## config.mk

```make
export PLATFORM = sky130hd
export DESIGN_NAME = speck128_128_block_cipher
export DESIGN_NICKNAME = d
export VERILOG_FILES = /design/src/rtl/core/spk_pkg.sv /design/src/rtl/core/spk_ram.sv /design/src/rtl/core/spk_key_sched.sv /design/src/rtl/core/spk_round.sv /design/src/rtl/core/speck128_128_block_cipher.sv
export SDC_FILE = /design/constraint.sdc
export NUM_CORES = 2
export LEC_CHECK = 0
export BUFFER_PORTS_ARGS = -buffer_cell sky130_fd_sc_hd__buf_2
export CAP_MARGIN = 40
export CORE_ASPECT_RATIO = 0.8
export CORE_UTILIZATION = 65
export DETAILED_ROUTE_END_ITERATION = 8
export GPL_ROUTABILITY_DRIVEN = 0
export HOLD_SLACK_MARGIN = 0.12
export PLACE_DENSITY_LB_ADDON = 0.15
export REMOVE_ABC_BUFFERS = 1
export SKIP_LAST_GASP = 1
export SLEW_MARGIN = 20
export SYNTH_ARGS = -nofsm -noshare
export SYNTH_HDL_FRONTEND = slang
export SYNTH_SLANG_ARGS = --single-unit
```

## constraint.sdc

```tcl
create_clock -name clk -period 19.75 [get_ports clk]
set_clock_uncertainty 0.1 [all_clocks]
set_input_delay 3.95 -clock clk [delete_from_list [all_inputs] [get_ports clk]]
set_output_delay 3.95 -clock clk [all_outputs]
set_load 0.005 [all_outputs]
```

## src/rtl/core/spk_pkg.sv

```systemverilog
// spk_pkg: word types, beat structs, register indexes and rotate helpers
// for the speck128/128 cipher core; no dependencies
`timescale 1ns / 1ps

package spk_pkg;

  localparam int WORD_BITS    = 64;
  localparam int ROUNDS       = 32;
  localparam int RK_ADDR_BITS = $clog2(ROUNDS);
  localparam int ALPHA        = 8;
  localparam int BETA         = 3;
  localparam int CFG_IDX_BITS = 2;

  typedef logic [WORD_BITS-1:0]    word_t;
  typedef logic [RK_ADDR_BITS-1:0] rk_addr_t;
  typedef logic [CFG_IDX_BITS-1:0] cfg_idx_t;

  localparam rk_addr_t LAST_ROUND = rk_addr_t'(ROUNDS - 1);

  localparam cfg_idx_t REG_KEY_WORD_0 = cfg_idx_t'(0);
  localparam cfg_idx_t REG_KEY_WORD_1 = cfg_idx_t'(1);

  typedef struct packed {
    logic  func;
    word_t block_x;
    word_t block_y;
  } req_t;

  typedef struct packed {
    word_t out_x;
    word_t out_y;
  } rsp_t;

  // round key store write side, driven by the key schedule
  typedef struct packed {
    logic     busy;
    logic     we;
    rk_addr_t addr;
    word_t    data;
  } key_wr_t;

  typedef enum logic [1:0] {
    S_IDLE,
    S_ROUND,
    S_DONE
  } seq_state_t;

  function automatic word_t rotr_alpha(input word_t v);
    return {v[ALPHA-1:0], v[WORD_BITS-1:ALPHA]};
  endfunction

  function automatic word_t rotl_alpha(input word_t v);
    return {v[WORD_BITS-ALPHA-1:0], v[WORD_BITS-1:WORD_BITS-ALPHA]};
  endfunction

  function automatic word_t rotr_beta(input word_t v);
    return {v[BETA-1:0], v[WORD_BITS-1:BETA]};
  endfunction

  function automatic word_t rotl_beta(input word_t v);
    return {v[WORD_BITS-BETA-1:0], v[WORD_BITS-1:WORD_BITS-BETA]};
  endfunction

endpackage

```

## src/rtl/core/spk_ram.sv

```systemverilog
// spk_ram: generic single write port ram with registered read
// no package dependencies
`timescale 1ns / 1ps

module spk_ram #(
  parameter int WIDTH = 64,
  parameter int DEPTH = 32
) (
  input  logic                     clk,
  input  logic                     we,
  input  logic [$clog2(DEPTH)-1:0] waddr,
  input  logic [WIDTH-1:0]         wdata,
  input  logic [$clog2(DEPTH)-1:0] raddr,
  output logic [WIDTH-1:0]         rdata
);

  logic [WIDTH-1:0] mem [DEPTH];

  always_ff @(posedge clk) begin
    if (we) begin
      mem[waddr] <= wdata;
    end
    rdata <= mem[raddr];
  end

endmodule

```

## src/rtl/core/spk_key_sched.sv

```systemverilog
// spk_key_sched: key word registers and the iterative key expansion,
// one round key written per cycle; depends on spk_pkg
`timescale 1ns / 1ps

module spk_key_sched
  import spk_pkg::*;
(
  input  logic     clk,
  input  logic     rst,
  input  logic     cfg_we,
  input  cfg_idx_t cfg_index,
  input  word_t    cfg_data,
  output key_wr_t  key_wr
);

  word_t    key_word_0;
  word_t    key_word_1;
  word_t    l;
  word_t    k;
  word_t    l_next;
  word_t    k_next;
  word_t    key0_new;
  word_t    key1_new;
  rk_addr_t cnt;
  logic     busy;
  logic     key_hit;

  assign key_hit  = cfg_we && (cfg_index == REG_KEY_WORD_0 || cfg_index == REG_KEY_WORD_1);
  assign key0_new = (cfg_index == REG_KEY_WORD_0) ? cfg_data : key_word_0;
  assign key1_new = (cfg_index == REG_KEY_WORD_1) ? cfg_data : key_word_1;

  assign l_next = (k + rotr_alpha(l)) ^ {{(WORD_BITS-RK_ADDR_BITS){1'b0}}, cnt};
  assign k_next = rotl_beta(k) ^ l_next;

  always_ff @(posedge clk) begin
    if (rst) begin
      key_word_0 <= '0;
      key_word_1 <= '0;
      busy       <= 1'b0;
      cnt        <= '0;
    end else if (key_hit) begin
      // any key write restarts the expansion
      key_word_0 <= key0_new;
      key_word_1 <= key1_new;
      busy       <= 1'b1;
      cnt        <= '0;
    end else if (busy) begin
      cnt <= cnt + 1'b1;
      if (cnt == LAST_ROUND) begin
        busy <= 1'b0;
      end
    end
  end

  always_ff @(posedge clk) begin
    if (key_hit) begin
      l <= key0_new;
      k <= key1_new;
    end else if (busy) begin
      l <= l_next;
      k <= k_next;
    end
  end

  assign key_wr.busy = busy;
  assign key_wr.we   = busy;
  assign key_wr.addr = cnt;
  assign key_wr.data = k;

endmodule

```

## src/rtl/core/spk_round.sv

```systemverilog
// spk_round: one arx round, forward or inverse, around a shared add/subtract
// depends on spk_pkg
`timescale 1ns / 1ps

module spk_round
  import spk_pkg::*;
(
  input  logic  dec,
  input  word_t x,
  input  word_t y,
  input  word_t rk,
  output word_t x_out,
  output word_t y_out
);

  word_t dec_y;
  word_t op_a;
  word_t op_b;
  word_t sum;
  word_t enc_x;

  assign dec_y = rotr_beta(x ^ y);
  assign op_a  = dec ? (x ^ rk) : rotr_alpha(x);
  assign op_b  = dec ? ~dec_y : y;
  // subtract as add of the complement plus one
  assign sum   = op_a + op_b + {{(WORD_BITS-1){1'b0}}, dec};
  assign enc_x = sum ^ rk;

  assign x_out = dec ? rotl_alpha(sum) : enc_x;
  assign y_out = dec ? dec_y : (rotl_beta(y) ^ enc_x);

endmodule

```

## src/rtl/core/speck128_128_block_cipher.sv

```systemverilog
// speck128_128_block_cipher: top level with round sequencer, round key ram,
// key schedule and result register; depends on spk_pkg, spk_ram,
// spk_key_sched, spk_round
//
//   port group  | kind             | beat / write
//   req         | valid/ready in   | func, block_x, block_y
//   rsp         | valid/ready out  | out_x, out_y
//   cfg         | write enable     | key_word_0 (index 0), key_word_1 (index 1)
//
// an accepted block runs 32 rounds, one per cycle, each reading one round key
// from the single read port of the round key ram; the result register loads
// after the last round, once it is empty or being read; the next block is then taken in idle
// a key write runs the schedule over all 32 round keys, req_ready low meanwhile
// reset clears control and key words; round keys are undefined until a key write
// a stalled result waits in the result register while the next block is worked
`timescale 1ns / 1ps

module speck128_128_block_cipher
  import spk_pkg::*;
(
  input  logic     clk,
  input  logic     rst,
  input  logic     req_valid,
  output logic     req_ready,
  input  req_t     req,
  output logic     rsp_valid,
  input  logic     rsp_ready,
  output rsp_t     rsp,
  input  logic     cfg_we,
  input  cfg_idx_t cfg_index,
  input  word_t    cfg_data
);

  seq_state_t state;
  seq_state_t state_next;
  key_wr_t    key_wr;
  word_t      x;
  word_t      y;
  word_t      x_rnd;
  word_t      y_rnd;
  word_t      rk;
  logic       func_r;
  rk_addr_t   rnd_cnt;
  rk_addr_t   rd_cnt;
  rk_addr_t   rd_addr;
  logic       rd_dec;
  logic       accept;
  logic       rsp_load;

  spk_key_sched u_key_sched (
    .clk       (clk),
    .rst       (rst),
    .cfg_we    (cfg_we),
    .cfg_index (cfg_index),
    .cfg_data  (cfg_data),
    .key_wr    (key_wr)
  );

  // decrypt walks the keys from the top, so the address is the inverted count
  assign rd_cnt  = (state == S_ROUND) ? rnd_cnt + 1'b1 : '0;
  assign rd_dec  = (state == S_ROUND) ? func_r : req.func;
  assign rd_addr = rd_dec ? ~rd_cnt : rd_cnt;

  spk_ram #(
    .WIDTH (WORD_BITS),
    .DEPTH (ROUNDS)
  ) u_rk_ram (
    .clk   (clk),
    .we    (key_wr.we),
    .waddr (key_wr.addr),
    .wdata (key_wr.data),
    .raddr (rd_addr),
    .rdata (rk)
  );

  spk_round u_round (
    .dec   (func_r),
    .x     (x),
    .y     (y),
    .rk    (rk),
    .x_out (x_rnd),
    .y_out (y_rnd)
  );

  always_ff @(posedge clk) begin
    if (rst) begin
      state <= S_IDLE;
    end else begin
      state <= state_next;
    end
  end

  always_comb begin
    state_next = state;
    req_ready  = 1'b0;
    rsp_load   = 1'b0;
    unique case (state)
      S_IDLE: begin
        req_ready = !key_wr.busy;
        if (req_valid && !key_wr.busy) begin
          state_next = S_ROUND;
        end
      end
      S_ROUND: begin
        if (rnd_cnt == LAST_ROUND) begin
          state_next = S_DONE;
        end
      end
      S_DONE: begin
        if (!rsp_valid || rsp_ready) begin
          rsp_load   = 1'b1;
          state_next = S_IDLE;
        end
      end
      default: begin
        state_next = S_IDLE;
      end
    endcase
  end

  assign accept = req_valid && req_ready;

  always_ff @(posedge clk) begin
    if (rst) begin
      rnd_cnt <= '0;
    end else if (accept) begin
      rnd_cnt <= '0;
    end else if (state == S_ROUND) begin
      rnd_cnt <= rnd_cnt + 1'b1;
    end
  end

  always_ff @(posedge clk) begin
    if (accept) begin
      x      <= req.block_x;
      y      <= req.block_y;
      func_r <= req.func;
    end else if (state == S_ROUND) begin
      x <= x_rnd;
      y <= y_rnd;
    end
  end

  always_ff @(posedge clk) begin
    if (rst) begin
      rsp_valid <= 1'b0;
    end else if (rsp_load) begin
      rsp_valid <= 1'b1;
    end else if (rsp_ready) begin
      rsp_valid <= 1'b0;
    end
  end

  always_ff @(posedge clk) begin
    if (rsp_load) begin
      rsp.out_x <= x;
      rsp.out_y <= y;
    end
  end

  // no block is taken while the schedule fills the round key ram
  a_no_accept_in_sched: assert property (@(posedge clk) disable iff (rst)
    req_ready |-> !key_wr.busy)
    else $error("block taken during key expansion");

  a_accept_starts_rounds: assert property (@(posedge clk) disable iff (rst)
    (req_valid && req_ready) |=> (state == S_ROUND && rnd_cnt == '0))
    else $error("accepted block did not start at round zero");

  a_last_round_done: assert property (@(posedge clk) disable iff (rst)
    (state == S_ROUND && rnd_cnt == LAST_ROUND) |=> (state == S_DONE))
    else $error("sequencer missed the end of the rounds");

  a_key_write_expands: assert property (@(posedge clk) disable iff (rst)
    (cfg_we && (cfg_index == REG_KEY_WORD_0 || cfg_index == REG_KEY_WORD_1))
      |=> (key_wr.busy && key_wr.addr == '0))
    else $error("key write did not restart the schedule");

endmodule
```

# Word-level counts from Yosys, hierarchy flattened
# Memory sizes are Yosys's and may differ from the RTL's. A register that Yosys moved wholly into a read port is not among the register bits.
# Cells that the tools add are included.
# word_totals
word_cells	82
ram_bits	2048
input_bits	200
n_memories	1
regBits	527
# memory_table
name	depth	width	read_ports	rd_clocked_by_memory_dff	wr	line	rtl
u_rk_ram.mem	32	64	1	1	1	spk_ram.sv:17	logic [WIDTH-1:0] mem [DEPTH];
# classes
add_sub_neg	5
muxes	31
n_reduce_logical	15
n_eq_ne	8
bitwise_logic	8
# op_table
cell	n
$mux W64	14
$xor A64 B64 Y64	5
$add A64 B64 Y64	2
$add A64 B1 Y64	1
$not A64 Y64	1
$xor A64 B5 Y64	1
$mux W1	11
$add A5 B1 Y5 const B	2
$eq A5 B5 Y1 const B	2
$mux W5	2
$mux W2	3
$pmux W2 S3	1
$reduce_bool A2 Y1	3
$not A5 Y5	1
$eq A2 B1 Y1 const B	2
$logic_not A2 Y1	2
$ne A2 B2 Y1 const B	2
$reduce_or A2 Y1	2
$logic_and A1 B1 Y1	3
$reduce_and A3 Y1	1
$eq A2 B2 Y1 const B	1
$logic_not A1 Y1	2
$logic_or A1 B1 Y1	2
$ne A2 B1 Y1 const B	1

# Depth between registers and ports, before layout
# logic_depth
depth_word	10
mapped_depth	20

# Hierarchy
# A second synthesis with hierarchy kept.
# hier_totals
hier_cells	6738
hier_area_um2	113684.0
# by_module_without_submodules
mod	cells_per_inst	seq_area_each_um2	instances	area_per_inst_um2
spk_ram	3097	62780.2	1	78964.5
spk_key_sched	1793	6526.3	1	15747.6
speck128_128_block_cipher	455	7877.6	1	9764.4
spk_round	1393	0.0	1	9207.6

# Worst setup path before layout
# No wires, ideal clock.
# synth_timing
kind	input port to flip-flop
from	in rsp_ready
to	reg rsp[0] (netlist name) (enable)
arrival_ps	9725
path_buffers	0
slack_ps	9293
stages	2
cell_sequence	nand2b_1 nor2b_1
# synth_between
elab_chain_cells	3
# synth_rtl
item	line	rtl
start, declared	speck128_128_block_cipher.sv:27	input logic rsp_ready,
$logic_or A1 B1 Y1	speck128_128_block_cipher.sv:110	if (!rsp_valid || rsp_ready) begin
$mux W1	speck128_128_block_cipher.sv:110	
$mux W1	speck128_128_block_cipher.sv:97	unique case (state)
named net rsp_load	speck128_128_block_cipher.sv:48	logic rsp_load;
end, declared	speck128_128_block_cipher.sv:28	output rsp_t rsp,
# The timed path passes the listed nets, and every way through them passes these cells.
# A chain may end at the register's enable or synchronous reset.

# Worst setup path in the final report
# layout_timing
from	in req[128] (netlist name)
to	reg u_rk_ram.rdata[23] (read register of u_rk_ram.mem)
# layout_between
elab_chain_cells	2
# layout_rtl
item	line	rtl
start, declared	speck128_128_block_cipher.sv:25	input req_t req,
$mux W1	speck128_128_block_cipher.sv:61	assign rd_dec = (state == S_ROUND) ? func_r : req.func;
$mux W5	speck128_128_block_cipher.sv:62	assign rd_addr = rd_dec ? ~rd_cnt : rd_cnt;
end, declared	spk_ram.sv:14	output logic [WIDTH-1:0] rdata
# No other way between the ends.

==> summary by stage <==
STA
Setup slack on the critical path of the routed design comes to 12.00 ns. In the finished design, the share of the clock period the worst path needs comes to 39.3%. The minimum clock period after layout is 7.75 ns. At the pin with the least slew margin, the transition time is 1.24 ns. Timing would allow up to 129 MHz. The final number of max-transition violations is 0. The tightest hold path in the finished design has a slack of 0.350 ns. Setup violations remaining at the end of the flow were counted as 0. In the final timing run, aggregate negative setup slack is 0 ns. Setup repair after global routing left no endpoint under its margin. In this run the tightest slew margin relative to its limit is 17.0%. The number of hold violations in the final report was 0.

Final layout
The design area is 0.128 mm². The post-route non-filler standard cell count is 10500. In the layout the commonest cells are 2433 x sky130_fd_sc_hd__edfxtp_1, 1107 x sky130_fd_sc_hd__nand2_1, 514 x sky130_fd_sc_hd__a21oi_1. The area growth from synthesis to final layout is 12.2%.

Cells with a size suffix above 1 make up 19.1% of the layout. After filler insertion, the fill cell instance count of the layout stands at 10500. The layout net count is 8346. Leaving out fill and tap cells, the most frequent cell in the layout is sky130_fd_sc_hd__edfxtp_1.

Cells fill 73.4% of the core in the end.

Placement
After detailed placement, the total cell area comes to 0.120 mm². The port buffer count is 329. At the placement stage, the worst setup path has a slack of 11.09 ns. The HPWL after detailed placement is 200000 µm.

In this run, placement finished with an instance count of 10100.

Routing
The average via count per standard cell is 6.93. The total DRC errors in the routed layout is 0. The count of routing violations after the opening detailed-route iteration is 11400. Detailed routing inserted a total of 72900 vias.

The residual antenna-violating net count after detailed routing is 0. The wire length per cell is 32.4 µm. The first-pass iteration count of the detailed router is 7. Summed over all layers, the routed wires come to 340000 µm.

Pwr
In this run the power density over the cells is 165 mW/mm². After layout, the design draws a total of 21.1 mW. Combinational logic is responsible for 39.9% of the overall power. The peak supply drop is 0.144 mV. Net switching is 37.6% of the power. The internal power of the cells totals 13.2 mW.

The switching power summed over all nets is 7.94 mW. Of the total power, the clock network draws 22.1%. The register share of total power is 38.0%. For this design the static power due to leakage is 43.6 nW.

Yosys
The proportion of register bits with asynchronous set or reset after synthesis is 0%. The gate count after technology mapping is 7654. The count of state elements after synthesis is 2639. The flip-flop cell with the highest count after synthesis is sky130_fd_sc_hd__edfxtp_1.

During synthesis, Yosys emitted a total of 0 warnings. The distinct cell type count of the synthesized netlist is 88. The number of synthesized flops with an enable pin is 2433. Summing the sequential cell areas from Yosys gives 67.6% of the chip area. The mean cell area of the mapped netlist is 14.9 µm². The mapped netlist covers 0.114 mm².

Worst setup path
STA classifies the critical path startpoint as an input port. The signal on the critical path passes through buf_2 > nand2b_1 > o21ai_4 > buf_16 > buf_12 > buf_12 > buf_4 > mux4_2 > nand2_1 > nand3_1 > nand2_1 > o21ai_0. The stage delay of the slowest cell on the critical path is 0.75 ns. Across all register-to-register paths, the minimum setup slack is 12.90 ns. The element type at the critical path end is a flop. The maximum net fanout on the critical path is 114. The required time of the worst setup path is 20.36 ns.

The sum of buffers and inverters on the critical path is 5. STA puts the critical path data arrival time at 8.36 ns. The critical-path cell with the highest stage delay is sky130_fd_sc_hd__buf_12.

The cell class contributing the biggest share of worst-path delay is buffers and inverters. The startpoint-to-endpoint class of the critical path is in -> reg.

Floorplan
The die covers 0.177 mm². The die is 471 µm wide. The effective utilization at floorplan is 65.5%. The floorplan step set the die height to 377 µm. The area inside the core boundary is 0.175 mm². The number of placement rows is 137. During I/O placement, the number of pins put on the boundary was 330.

CTS
The buffer count from post-CTS setup fixing is 0. The number of gates resized after CTS was 0. Counting along the longest clock path gives a buffer depth of 3. The number of H-tree levels is 4. In this run, post-CTS hold repair placed 0 buffers. Counting the buffers created by CTS gives 232. The clock-pin slew reported for the worst setup and hold paths after clock tree synthesis is 0.06 ns. The TritonCTS clock tree is yes. The total number of clock tree sinks is 2639.

The cell at the root of the clock tree is sky130_fd_sc_hd__clkbuf_16. At the later pin of the worst-skew pair, clock insertion delay measures 0.91 ns.

Global routing
The number of antenna violations at the first check in global routing is 15. The maximum number of pins on one net before global-route repair is 168. The remaining global-route overflow is 0. The via count of the first global-routing pass came to 70800. The first global-routing pass estimated 483000 µm of wire. The total routing usage reported by global routing is 38.1%.

Worst hold path
The path class of the lowest-slack min-delay path is reg -> reg.

Status
The flow ran to the end, and the final reports show no timing, DRC or antenna violations.

Flow run
The number of violations of the max-capacitance limit is 0.
## power groups by stage
| stage | combinational [mW] | clock [mW] | sequential, mW |
|---|---|---|---|
| after floorplan | 6.53 | 0 | 8.10 |
| after global placement | 7.57 | 0 | 8.34 |
| after detailed placement | 8.11 | 0 | 8.11 |
| after CTS | 8.20 | 4.67 | 7.99 |
| after global routing | 8.99 | 4.88 | 8.02 |
| final | 8.42 | 4.67 | 8.02 |
## routing by layer
layer / GRT usage (%) / vias up / wire length (µm)
met4: 15.8 / 6 / 15800
met1: 51.5 / 36200 / 119000
li1: - / 29900 / -
met5: 0 / - / 46
met2: 59.8 / 5867 / 158000
met3: 9.42 / 900 / 47200
## flip-flops by register name, summed over array words and instances (netlist names)
name,count
u_rk_ram.mem,2048
rsp,128
u_key_sched.k,64
u_key_sched.key_word_0,64
u_key_sched.key_word_1,64
u_key_sched.l,64
u_rk_ram.rdata,64
x,64
y,64
rnd_cnt,5
u_key_sched.cnt,5
state,2
func_r,1
rsp_valid,1
u_key_sched.busy,1
## final cells by class
class / instances / area (µm²) / share of cell area, %
flip-flops and latches: 2639 / 77200 / 60.2
inverters: 76 / 289 / 0.226
repair buffers: 572 / 4670 / 3.64
clock buffers: 307 / 6350 / 4.95
well taps: 2293 / 2870 / 2.24
clock inverters: 134 / 1490 / 1.16
diodes: 4 / 10.0 / 0.00781
multi-input cells: 4489 / 35300 / 27.5
## synthesized netlist by cell type (7+ instances only)
cell | number | area, µm²
sky130_fd_sc_hd__a31oi_1 | 20 | 125
sky130_fd_sc_hd__dfxtp_1 | 206 | 4120
sky130_fd_sc_hd__a211oi_1 | 83 | 623
sky130_fd_sc_hd__nor2_1 | 292 | 1100
sky130_fd_sc_hd__o21ai_0 | 344 | 1720
sky130_fd_sc_hd__nor3_1 | 69 | 345
sky130_fd_sc_hd__a21o_1 | 59 | 443
sky130_fd_sc_hd__xnor2_1 | 324 | 2840
sky130_fd_sc_hd__mux2i_1 | 108 | 1080
sky130_fd_sc_hd__nor4_1 | 11 | 68.8
sky130_fd_sc_hd__nand2b_1 | 30 | 188
sky130_fd_sc_hd__mux2_2 | 32 | 360
sky130_fd_sc_hd__xnor3_1 | 17 | 383
sky130_fd_sc_hd__nand3_1 | 354 | 1770
sky130_fd_sc_hd__and3_1 | 18 | 113
sky130_fd_sc_hd__buf_2 | 114 | 571
sky130_fd_sc_hd__a21boi_0 | 7 | 52.6
sky130_fd_sc_hd__buf_1 | 40 | 150
sky130_fd_sc_hd__clkbuf_1 | 295 | 1110
sky130_fd_sc_hd__and2_1 | 13 | 81.3
sky130_fd_sc_hd__or3_1 | 22 | 138
sky130_fd_sc_hd__xor2_1 | 102 | 893
sky130_fd_sc_hd__o21ai_1 | 7 | 35.0
sky130_fd_sc_hd__o211ai_1 | 21 | 158
sky130_fd_sc_hd__nand4_1 | 44 | 275
sky130_fd_sc_hd__inv_1 | 74 | 278
sky130_fd_sc_hd__xor3_1 | 10 | 238
sky130_fd_sc_hd__mux4_2 | 512 | 11500
sky130_fd_sc_hd__nand2_1 | 1110 | 4170
sky130_fd_sc_hd__ha_1 | 133 | 1660
sky130_fd_sc_hd__a21oi_1 | 515 | 2580
sky130_fd_sc_hd__nor2b_1 | 69 | 432
sky130_fd_sc_hd__edfxtp_1 | 2433 | 73100
sky130_fd_sc_hd__o21bai_1 | 23 | 173
sky130_fd_sc_hd__o21a_1 | 20 | 150
## worst paths after layout
| path | cells after the start | start | to |
|---|---|---|---|
| max reg2reg | 15 | func_r$_DFFE_PP_ | x[3]$_DFFE_PP_ |
| max | 12 | req[128] | u_rk_ram.rdata[23]$_DFF_P_ |
| min reg2reg | 2 | u_key_sched.key_word_1[51]$_SDFFE_PP0P_ | u_key_sched.key_word_1[51]$_SDFFE_PP0P_ |
| min | 2 | u_key_sched.key_word_1[51]$_SDFFE_PP0P_ | u_key_sched.key_word_1[51]$_SDFFE_PP0P_ |
## worst min-delay path, cell delays in order (launching register included)
cell and delay, ns:
sky130_fd_sc_hd__dfxtp_1 0.30, sky130_fd_sc_hd__nand2_1 0.05, sky130_fd_sc_hd__a21oi_1 0.05
## logic make-up after synthesis
group / share of synthesized area (%)
compound gates: 6.16
buf+inv: 1.86
simple gates: 7.76
fa+ha+maj: 1.51
mux: 11.4
xor+xnor: 3.81
flops: 67.6
Note: power is estimated with default switching activity, not from simulation.
